$ cat src/rtl/core/mfs_pkg.sv
// ----------------------------------------------------------------------------
// mfs_pkg
// Shared types and constants for the maximum-frequency stack.
// ----------------------------------------------------------------------------
package mfs_pkg;

  localparam int FIELD_VALUE_BITS = 8;
  localparam int FIELD_TOP_BITS   = 7;

  // Operation codes.
  localparam logic FUNC_PUSH = 1'b0;
  localparam logic FUNC_POP  = 1'b1;

  // Status codes.
  localparam logic [1:0] STATUS_OK        = 2'd0;
  localparam logic [1:0] STATUS_POP_EMPTY = 2'd1;
  localparam logic [1:0] STATUS_PUSH_FULL = 2'd2;

  // Datapath commands issued by the controller.
  typedef enum logic [3:0] {
    CMD_NONE,
    CMD_LOAD,
    CMD_PUSH_RD,
    CMD_PUSH_LINK,
    CMD_PUSH_WR,
    CMD_POP_RD,
    CMD_POP_ENTRY,
    CMD_POP_WR,
    CMD_ERROR
  } mfs_cmd_t;

  // Status returned to the controller.
  typedef struct packed {
    logic is_pop;
    logic full;
    logic empty;
    logic clear_done;
  } mfs_status_t;

endpackage

$ cat src/rtl/core/mfs_if.sv
// ----------------------------------------------------------------------------
// mfs_in_if / mfs_out_if
// Valid/ready channels for requests and results.
// ----------------------------------------------------------------------------
interface mfs_in_if;
  logic       valid;
  logic       ready;
  logic       func;
  logic [7:0] push_value;
  modport source (output valid, func, push_value, input ready);
  modport sink (input valid, func, push_value, output ready);
endinterface

interface mfs_out_if;
  logic       valid;
  logic       ready;
  logic [7:0] popped_value;
  logic [1:0] status;
  logic [6:0] top_frequency;
  modport source (output valid, popped_value, status, top_frequency, input ready);
  modport sink (input valid, popped_value, status, top_frequency, output ready);
endinterface

$ cat src/rtl/core/mfs_datapath.sv
// ----------------------------------------------------------------------------
// mfs_datapath
// Count, level-head, entry and free-slot memories with their pointers.
// ----------------------------------------------------------------------------
module mfs_datapath
  import mfs_pkg::*;
#(
  parameter int VALUE_BITS = 8,
  parameter int CAPACITY   = 64
) (
  input  logic                      clk,
  input  logic                      rst,
  input  mfs_cmd_t                  cmd,
  input  logic                      in_func,
  input  logic [FIELD_VALUE_BITS-1:0] in_value,
  output mfs_status_t               stat,
  output logic [FIELD_VALUE_BITS-1:0] res_value,
  output logic [FIELD_TOP_BITS-1:0] res_top
);

  localparam int VALUES = 1 << VALUE_BITS;
  localparam int SB     = $clog2(CAPACITY);
  localparam int LB     = $clog2(CAPACITY + 1);
  localparam int VB     = VALUE_BITS;
  localparam int CLR    = (VALUES > CAPACITY) ? VALUES : CAPACITY;
  localparam int CB     = $clog2(CLR) + 1;

  // Memories; the count and head arrays are swept clear after reset.
  logic [LB-1:0] count_mem [VALUES];
  logic [SB:0]   head_mem  [CAPACITY];
  logic [VB-1:0] value_mem [CAPACITY];
  logic [SB:0]   link_mem  [CAPACITY];
  logic [SB-1:0] free_mem  [CAPACITY];

  logic [LB-1:0] free_top;
  logic [LB-1:0] used_high;
  logic [LB-1:0] highest;
  logic [CB-1:0] clr_idx;
  logic          clearing;

  logic [VB-1:0] v;
  logic          op;
  logic [LB-1:0] cnt_rd;
  logic [SB:0]   head_rd;
  logic [SB-1:0] free_rd;
  logic [VB-1:0] val_rd;
  logic [SB:0]   link_rd;
  logic [SB-1:0] slot;
  logic [LB-1:0] level;
  logic [SB-1:0] hidx;

  localparam logic [SB:0] NONE = (SB + 1)'(CAPACITY);

  assign hidx = SB'(highest - LB'(1));
  assign level = cnt_rd + LB'(1);

  // Status toward the controller.
  always_comb begin
    stat.is_pop     = op;
    stat.full       = (used_high - free_top) >= LB'(CAPACITY);
    stat.empty      = (highest == '0);
    stat.clear_done = !clearing;
  end

  // Pointer registers.
  always_ff @(posedge clk) begin
    if (rst) begin
      free_top <= '0;
      used_high <= '0;
      highest <= '0;
      clr_idx <= '0;
      clearing <= 1'b1;
    end else begin
      if (clearing) begin
        clr_idx <= clr_idx + CB'(1);
        if (clr_idx == CB'(CLR - 1)) clearing <= 1'b0;
      end
      case (cmd)
        CMD_PUSH_WR: begin
          if (free_top != '0) free_top <= free_top - LB'(1);
          else used_high <= used_high + LB'(1);
          if (level > highest) highest <= level;
        end
        CMD_POP_WR: begin
          free_top <= free_top + LB'(1);
          if (link_rd == NONE) highest <= highest - LB'(1);
        end
        default: ;
      endcase
    end
  end

  // Memory side: latch the item, registered reads, then writes.
  // The popped copy sits at the highest level, so its value's count equals
  // that level and needs no read.
  always_ff @(posedge clk) begin
    if (clearing) begin
      if (clr_idx < CB'(VALUES)) count_mem[clr_idx[VB-1:0]] <= '0;
      if (clr_idx < CB'(CAPACITY)) head_mem[clr_idx[SB-1:0]] <= NONE;
    end
    case (cmd)
      CMD_LOAD: begin
        op <= in_func;
        v  <= in_value[VB-1:0];
        res_value <= '0;
      end
      CMD_PUSH_RD: begin
        cnt_rd  <= count_mem[v];
        free_rd <= free_mem[SB'(free_top - LB'(1))];
      end
      CMD_PUSH_LINK: begin
        head_rd <= head_mem[SB'(level - LB'(1))];
        slot    <= (free_top != '0) ? free_rd : SB'(used_high);
      end
      CMD_PUSH_WR: begin
        value_mem[slot] <= v;
        link_mem[slot]  <= head_rd;
        head_mem[SB'(level - LB'(1))] <= {1'b0, slot};
        count_mem[v] <= level;
      end
      CMD_POP_RD: begin
        head_rd <= head_mem[hidx];
      end
      CMD_POP_ENTRY: begin
        val_rd  <= value_mem[SB'(head_rd)];
        link_rd <= link_mem[SB'(head_rd)];
      end
      CMD_POP_WR: begin
        head_mem[hidx] <= link_rd;
        free_mem[SB'(free_top)] <= SB'(head_rd);
        count_mem[val_rd] <= highest - LB'(1);
        res_value <= FIELD_VALUE_BITS'(val_rd);
      end
      default: ;
    endcase
  end

  assign res_top = FIELD_TOP_BITS'(highest);

endmodule

$ cat src/rtl/core/mfs_ctrl.sv
// ----------------------------------------------------------------------------
// mfs_ctrl
// Sequencer: clear sweep, then load, decide, read, write and result per item (refused items skip read and write).
// ----------------------------------------------------------------------------
module mfs_ctrl
  import mfs_pkg::*;
(
  input  logic        clk,
  input  logic        rst,
  input  mfs_status_t stat,
  input  logic        in_valid,
  output logic        in_ready,
  output logic        out_valid,
  input  logic        out_ready,
  output logic [1:0]  out_status,
  output mfs_cmd_t    cmd
);

  typedef enum logic [2:0] {S_CLEAR, S_IDLE, S_DECIDE, S_RD, S_WR, S_OUT} state_t;
  state_t state;

  assign in_ready = (state == S_IDLE);

  // Command decode per state.
  always_comb begin
    cmd = CMD_NONE;
    case (state)
      S_IDLE:   if (in_valid) cmd = CMD_LOAD;
      S_DECIDE: begin
        if (stat.is_pop) cmd = stat.empty ? CMD_ERROR : CMD_POP_RD;
        else cmd = stat.full ? CMD_ERROR : CMD_PUSH_RD;
      end
      S_RD:     cmd = stat.is_pop ? CMD_POP_ENTRY : CMD_PUSH_LINK;
      S_WR:     cmd = stat.is_pop ? CMD_POP_WR : CMD_PUSH_WR;
      default:  cmd = CMD_NONE;
    endcase
  end

  // State and registered result handshake.
  always_ff @(posedge clk) begin
    if (rst) begin
      state <= S_CLEAR;
      out_valid <= 1'b0;
      out_status <= STATUS_OK;
    end else begin
      case (state)
        S_CLEAR: if (stat.clear_done) state <= S_IDLE;
        S_IDLE:  if (in_valid) state <= S_DECIDE;
        S_DECIDE: begin
          if (cmd == CMD_ERROR) begin
            out_status <= stat.is_pop ? STATUS_POP_EMPTY : STATUS_PUSH_FULL;
            out_valid <= 1'b1;
            state <= S_OUT;
          end else begin
            out_status <= STATUS_OK;
            state <= S_RD;
          end
        end
        S_RD: state <= S_WR;
        S_WR: begin
          out_valid <= 1'b1;
          state <= S_OUT;
        end
        S_OUT: if (out_ready) begin
          out_valid <= 1'b0;
          state <= S_IDLE;
        end
        default: state <= S_IDLE;
      endcase
    end
  end

endmodule

$ cat src/rtl/core/max_frequency_stack.sv
// ----------------------------------------------------------------------------
// max_frequency_stack
// Stack that pops the most frequent value, newest first among ties.
// Flow: a push or pop result is presented after the decide, read and write
// states; a refused push or pop presents its result straight from decide.
// A new item is taken only after the result hand-off; an item steps through load,
// decide with its read, dependent read, write and hand-off (refused: decide, hand-off).
// Reset: synchronous; afterwards a sweep over 2^VALUE_BITS entries (CAPACITY if
// larger) clears the count table and level heads; no item is accepted then.
// ----------------------------------------------------------------------------
module max_frequency_stack
  import mfs_pkg::*;
#(
  parameter int VALUE_BITS = 8,
  parameter int CAPACITY   = 64
) (
  input logic clk,
  input logic rst,
  mfs_in_if.sink    req,
  mfs_out_if.source res
);

  mfs_cmd_t    cmd;
  mfs_status_t stat;
  logic [FIELD_VALUE_BITS-1:0] res_value;
  logic [FIELD_TOP_BITS-1:0]   res_top;
  logic [1:0] st;

  mfs_ctrl u_ctrl (
    .clk(clk), .rst(rst), .stat(stat), .in_valid(req.valid), .in_ready(req.ready),
    .out_valid(res.valid), .out_ready(res.ready), .out_status(st), .cmd(cmd)
  );

  mfs_datapath #(.VALUE_BITS(VALUE_BITS), .CAPACITY(CAPACITY)) u_dp (
    .clk(clk), .rst(rst), .cmd(cmd), .in_func(req.func), .in_value(req.push_value),
    .stat(stat), .res_value(res_value), .res_top(res_top)
  );

  assign res.status = st;
  assign res.popped_value = res_value;
  assign res.top_frequency = res_top;

  // Errors carry zero data.
  a_err_zero: assert property (@(posedge clk) disable iff (rst)
    res.valid && res.status != STATUS_OK |-> res.popped_value == '0)
    else $error("error result with nonzero data");

  // No item is taken while a result waits.
  a_no_overlap: assert property (@(posedge clk) disable iff (rst)
    res.valid |-> !req.ready)
    else $error("input ready during pending result");

  // Top level never exceeds capacity.
  a_top_bound: assert property (@(posedge clk) disable iff (rst)
    res.valid |-> res.top_frequency <= FIELD_TOP_BITS'(CAPACITY))
    else $error("top frequency out of range");

endmodule

$ cat src/flat_wrapper.sv
// flat-port wrapper written by rule: the top's interface ports become plain ports
module max_frequency_stack_flat import mfs_pkg::*;
#(
  parameter int VALUE_BITS = 8,
  parameter int CAPACITY   = 64
)
  (clk, rst, req_valid, req_func, req_push_value, req_ready, res_valid, res_popped_value, res_status, res_top_frequency, res_ready);
  mfs_in_if req_i ();
  mfs_out_if res_i ();
  input logic clk;
  input logic rst;
  input wire logic [$bits(req_i.valid)-1:0] req_valid;
  input wire logic [$bits(req_i.func)-1:0] req_func;
  input wire logic [$bits(req_i.push_value)-1:0] req_push_value;
  output wire logic [$bits(req_i.ready)-1:0] req_ready;
  output wire logic [$bits(res_i.valid)-1:0] res_valid;
  output wire logic [$bits(res_i.popped_value)-1:0] res_popped_value;
  output wire logic [$bits(res_i.status)-1:0] res_status;
  output wire logic [$bits(res_i.top_frequency)-1:0] res_top_frequency;
  input wire logic [$bits(res_i.ready)-1:0] res_ready;
  assign req_i.valid = req_valid;
  assign req_i.func = req_func;
  assign req_i.push_value = req_push_value;
  assign req_ready = req_i.ready;
  assign res_valid = res_i.valid;
  assign res_popped_value = res_i.popped_value;
  assign res_status = res_i.status;
  assign res_top_frequency = res_i.top_frequency;
  assign res_i.ready = res_ready;
  max_frequency_stack #(.VALUE_BITS(VALUE_BITS), .CAPACITY(CAPACITY)) u_core (.clk(clk), .rst(rst), .req(req_i), .res(res_i));
endmodule
$ cat config.mk
export PLATFORM = sky130hd
export DESIGN_NAME = max_frequency_stack_flat
export DESIGN_NICKNAME = d
export VERILOG_FILES = /design/src/rtl/core/mfs_pkg.sv /design/src/rtl/core/mfs_if.sv /design/src/rtl/core/mfs_datapath.sv /design/src/rtl/core/mfs_ctrl.sv /design/src/rtl/core/max_frequency_stack.sv /design/src/flat_wrapper.sv
export SDC_FILE = /design/constraint.sdc
export NUM_CORES = 2
export LEC_CHECK = 0
export BUFFER_PORTS_ARGS = -buffer_cell sky130_fd_sc_hd__buf_2
export CORE_UTILIZATION = 39
export CTS_CLUSTER_DIAMETER = 100
export DETAILED_ROUTE_END_ITERATION = 6
export GPL_ROUTABILITY_DRIVEN = 0
export PLACE_DENSITY = 0.6
export SLEW_MARGIN = 15
export SYNTH_ARGS = -nofsm -noshare
export SYNTH_HDL_FRONTEND = slang
export SYNTH_SLANG_ARGS = --single-unit
$ cat constraint.sdc
create_clock -name clk -period 6 [get_ports clk]
set_clock_uncertainty 0.2 [all_clocks]
set_input_delay 0.3 -clock clk [delete_from_list [all_inputs] [get_ports clk]]
set_output_delay 0.3 -clock clk [all_outputs]
set_load 0.02 [all_outputs]
==> metrics.csv <==
stage,metric,value,unit
placed_design,Final HPWL DP,280000,um
clock_tree,post-CTS setup buffers,0,
critical_path,type of origin of the critical path,flop,
power_and_ir_drop,Internal Power,0.0421,W
sta,Worst-Margin Slew,1.37,ns
final_layout,"commonest non-fill, non-tap cell in the layout",edfxtp_1,
sta,slew margin rel.,8.14,%
sta,final worst slack,1.24,ns
critical_path,WS Path Type,flop to flop,
worst_hold_path,hold crit path type,primary input to flop,
global_route,grt peak-use layer,met2,
clock_tree,Num CTS Buffers,386,
flow_run,Max Cap Viol,0,
final_layout,area growth from synthesis to layout,12.6,%
logic_synthesis,top_reg_cell synth,edfxtp_1,
power_and_ir_drop,leakage,50.0,nW
power_and_ir_drop,sw frac,20.9,%
sta,Slew Limit Fails,0,
clock_tree,CTS tree,built,
logic_synthesis,"EDFF count, synth",3642,
clock_tree,CTS Sinks,3679,
critical_path,Critical Path RT,6.35,ns
power_and_ir_drop,power per cell area,298,nW/um^2
sta,Tmin final,4.76,ns
critical_path,crit path cell chain,buf_12 -> nand3_1 -> or3_1 -> o211ai_1 -> a31oi_2 -> buf_4 -> nor3_2 -> nand2_1 -> o21ai_0,
placed_design,pre-CTS setup slack,1.18,ns
final_layout,Fillers,34839,
global_route,largest net degree at the start of global routing,158,
logic_synthesis,Avg Synthesized Cell Area,16.8,sq um
sta,fin crit share,79.4,%
logic_synthesis,synthesis-stage register bit count,3679,
floorplanning,Die Width,640,um
final_layout,nets,9487,
routing,Via Count,90302,
final_layout,most frequent cells in the layout,"edfxtp_1 (3642), nor2_1 (2388), mux4_2 (1301)",
power_and_ir_drop,sw power,0.0111,W
global_route,GRT Resource Usage Total,21.7,%
sta,Total Neg Setup Slack,0,ns
logic_synthesis,sequential share of the synthesized area,69.4,%
floorplanning,die area,410000,sq um
global_route,global-route wire length before repair,647000,um
floorplanning,# rows,233,
critical_path,crit path DAT,5.11,ns
routing,antenna-violating nets left,0,
power_and_ir_drop,Gate power share,2.3,%
placed_design,input/output buffers,31,
global_route,initial antenna violation count,29,
routing,remaining routing DRC violations,0,
critical_path,critical path's largest stage delay,0.73,ns
routing,drt first pass iters,6,
power_and_ir_drop,Total Power,0.0532,W
critical_path,Setup crit end kind,flop,
final_layout,layout cells sized above 1,23.3,%
sta,unrepaired setup endpoints after global routing,no,
floorplanning,Ports,32,
outcome,status,"finished, final reports clean",
global_route,vias in the first global route,88816,
global_route,met3 Use GR,4.35,%
clock_tree,CTS Root Cell,clkbuf_16,
floorplanning,Die Y,640,um
critical_path,Critical Path Fanout Max,125,
routing,Vias/cell,5.93,
logic_synthesis,asr flop ratio synth,0,%
sta,FMAX,0.210,GHz
floorplanning,Core Region,404000,sq um
logic_synthesis,Syn Nets,9463,
critical_path,crit path max-delay cell type,buf_12,
sta,final hold vios,0,
power_and_ir_drop,Peak VDD IR,297,uV
logic_synthesis,Syn Inst Count,9427,
clock_tree,"CTS clk-pin slew, worst paths",0.06,ns
global_route,met1 Use GR,29.3,%
logic_synthesis,Syn Std Cell Area,159000,sq um
routing,WL/cell,29.5,um
logic_synthesis,synth unique cells,73,
logic_synthesis,synth warn,0,
global_route,final global-route overflow total,0,
clock_tree,Worst-Skew Late Latency,0.96,ns
routing,Routed WL,449000,um
global_route,met2 Usage GRT,34.8,%
clock_tree,clock buffer depth,4,
routing,Starting DRT DRC Count,11974,
clock_tree,H-tree lvl count,5,
power_and_ir_drop,clock group share of total power,45.2,%
power_and_ir_drop,Seq pwr share,52.5,%
floorplanning,Starting Density,39.3,%
sta,Setup-failing EPs final,0,
[layout make-up]
cell class	instances	area, sq um	area share, %
antenna	31	77.6	0.0434
clock buffer	461	10100	5.63
clock inverter	256	2580	1.45
timing repair buffer	322	2860	1.60
tap	5405	6760	3.78
multi-input combinational	5035	46200	25.9
sequential	3679	110000	61.6
inverter	27	101	0.0567
[sequential cells by signal (all words and copies together) (netlist names), 2 cells and up]
signal / count
u_core.u_ctrl.out_status: 2
u_core.u_ctrl.state: 3
u_core.u_dp.clr_idx: 9
u_core.u_dp.used_high: 7
u_core.u_dp.res_top: 7
u_core.u_dp.res_value: 8
u_core.u_dp.head_mem: 448
u_core.u_dp.link_mem: 448
u_core.u_dp.free_rd: 6
u_core.u_dp.val_rd: 8
u_core.u_dp.cnt_rd: 7
u_core.u_dp.free_top: 7
u_core.u_dp.count_mem: 1792
u_core.u_dp.v: 8
u_core.u_dp.link_rd: 7
u_core.u_dp.head_rd: 7
u_core.u_dp.value_mem: 512
u_core.u_dp.slot: 6
u_core.u_dp.free_mem: 384
[metrics by stage]
stage	cell area, sq um	instances	hold slack (ns)	utilization [%]
after floorplan	159000	9427	0.199	-
after global placement	166000	14452	0.281	41.1
after detailed placement	166000	14452	0.287	41.1
after CTS	179000	15183	0.0105	44.2
after global routing	179000	15190	0.0362	44.2
final	179000	15216	0.0797	44.2
[per-layer routing]
| metal | routed length [um] | share of wire [%] |
|---|---|---|
| met1 | 173000 | 38 |
| met2 | 215000 | 48 |
| met3 | 43500 | 9.7 |
| met4 | 17800 | 4.0 |
| met5 | 242 | 0.054 |
[cells in the mapped netlist (all sizes together), types with 3 or more instances]
library cell,instances,area share (%)
nor4,9,0.035
nor2b,34,0.13
ha,23,0.18
mux2,8,0.057
mux4,1301,18
edfxtp,3642,69
nand2,416,0.99
or2,10,0.039
buf,236,0.74
nand2b,21,0.083
nor3b,3,0.017
a31oi,28,0.11
a21o,6,0.028
nand3,113,0.36
xnor2,20,0.11
nand3b,6,0.028
and3,14,0.055
o21ai,347,1.1
a22oi,16,0.076
o41ai,4,0.022
a21oi,24,0.076
inv,27,0.064
o211ai,3,0.014
mux2i,53,0.33
nor2,2409,5.7
dfxtp,37,0.47
nor3,39,0.15
and2,13,0.053
or3,14,0.055
nand4,31,0.12
o21a,6,0.028
xor2,14,0.077
clkbuf,450,1.1
o31ai,11,0.055
a211oi,10,0.047
[final timing paths]
| check | cells past startpoint | endpoint | start | slack (ns) |
|---|---|---|---|---|
| worst max-delay path | 9 | u_core.u_dp.head_mem[22][1] | u_core.u_dp.cnt_rd[0] | 1.24 |
| worst max register to register | 9 | u_core.u_dp.head_mem[22][1] | u_core.u_dp.cnt_rd[0] | 1.24 |
| worst min-delay path | 2 | u_core.u_dp.v[4] | req_push_value[4] | 0.08 |
| worst min register to register | 2 | u_core.u_dp.clr_idx[8] | u_core.u_dp.clr_idx[8] | 0.29 |
[kinds of logic (layout without fill, tap and decap cells)]
kind of cell,count (synthesis),in the layout,synth area share [%]
AOI/OAI and AO/OA,477,477,1.68
xor gates and xnor gates,34,34,0.188
adders and majority gates,23,23,0.181
buffers and inverters,713,1066,1.87
DFF,3679,3679,69.4
muxes,1362,1362,18.8
other,0,31,0
and+or+nand+nor,3139,3139,7.87
[timing repair]
action,CTS,global route
gates resized for setup,0,0
endpoints found under the hold margin,62,0
hold buffers,14,0
[power by group through the flow]
stage          clock network, W  registers, W  logic, W
6_report                 0.0240        0.0280   0.00123
5_1_grt                  0.0252        0.0279   0.00127
4_1_cts                  0.0243        0.0280   0.00122
3_5_place_dp                  0        0.0285   0.00121
3_3_place_gp                  0        0.0285   0.00119
2_1_floorplan                 0        0.0285  0.000707
[worst max-delay path, delay by kind of cell, from the launching register on]
family                 cells  cell delay, ns
flip-flops                 1            0.45
AO/OA/AOI/OAI              3            0.94
buffers and inverters      2            1.04
AND/OR/NAND/NOR            4            1.74
No activity file was read; power rests on OpenSTA's default activity.
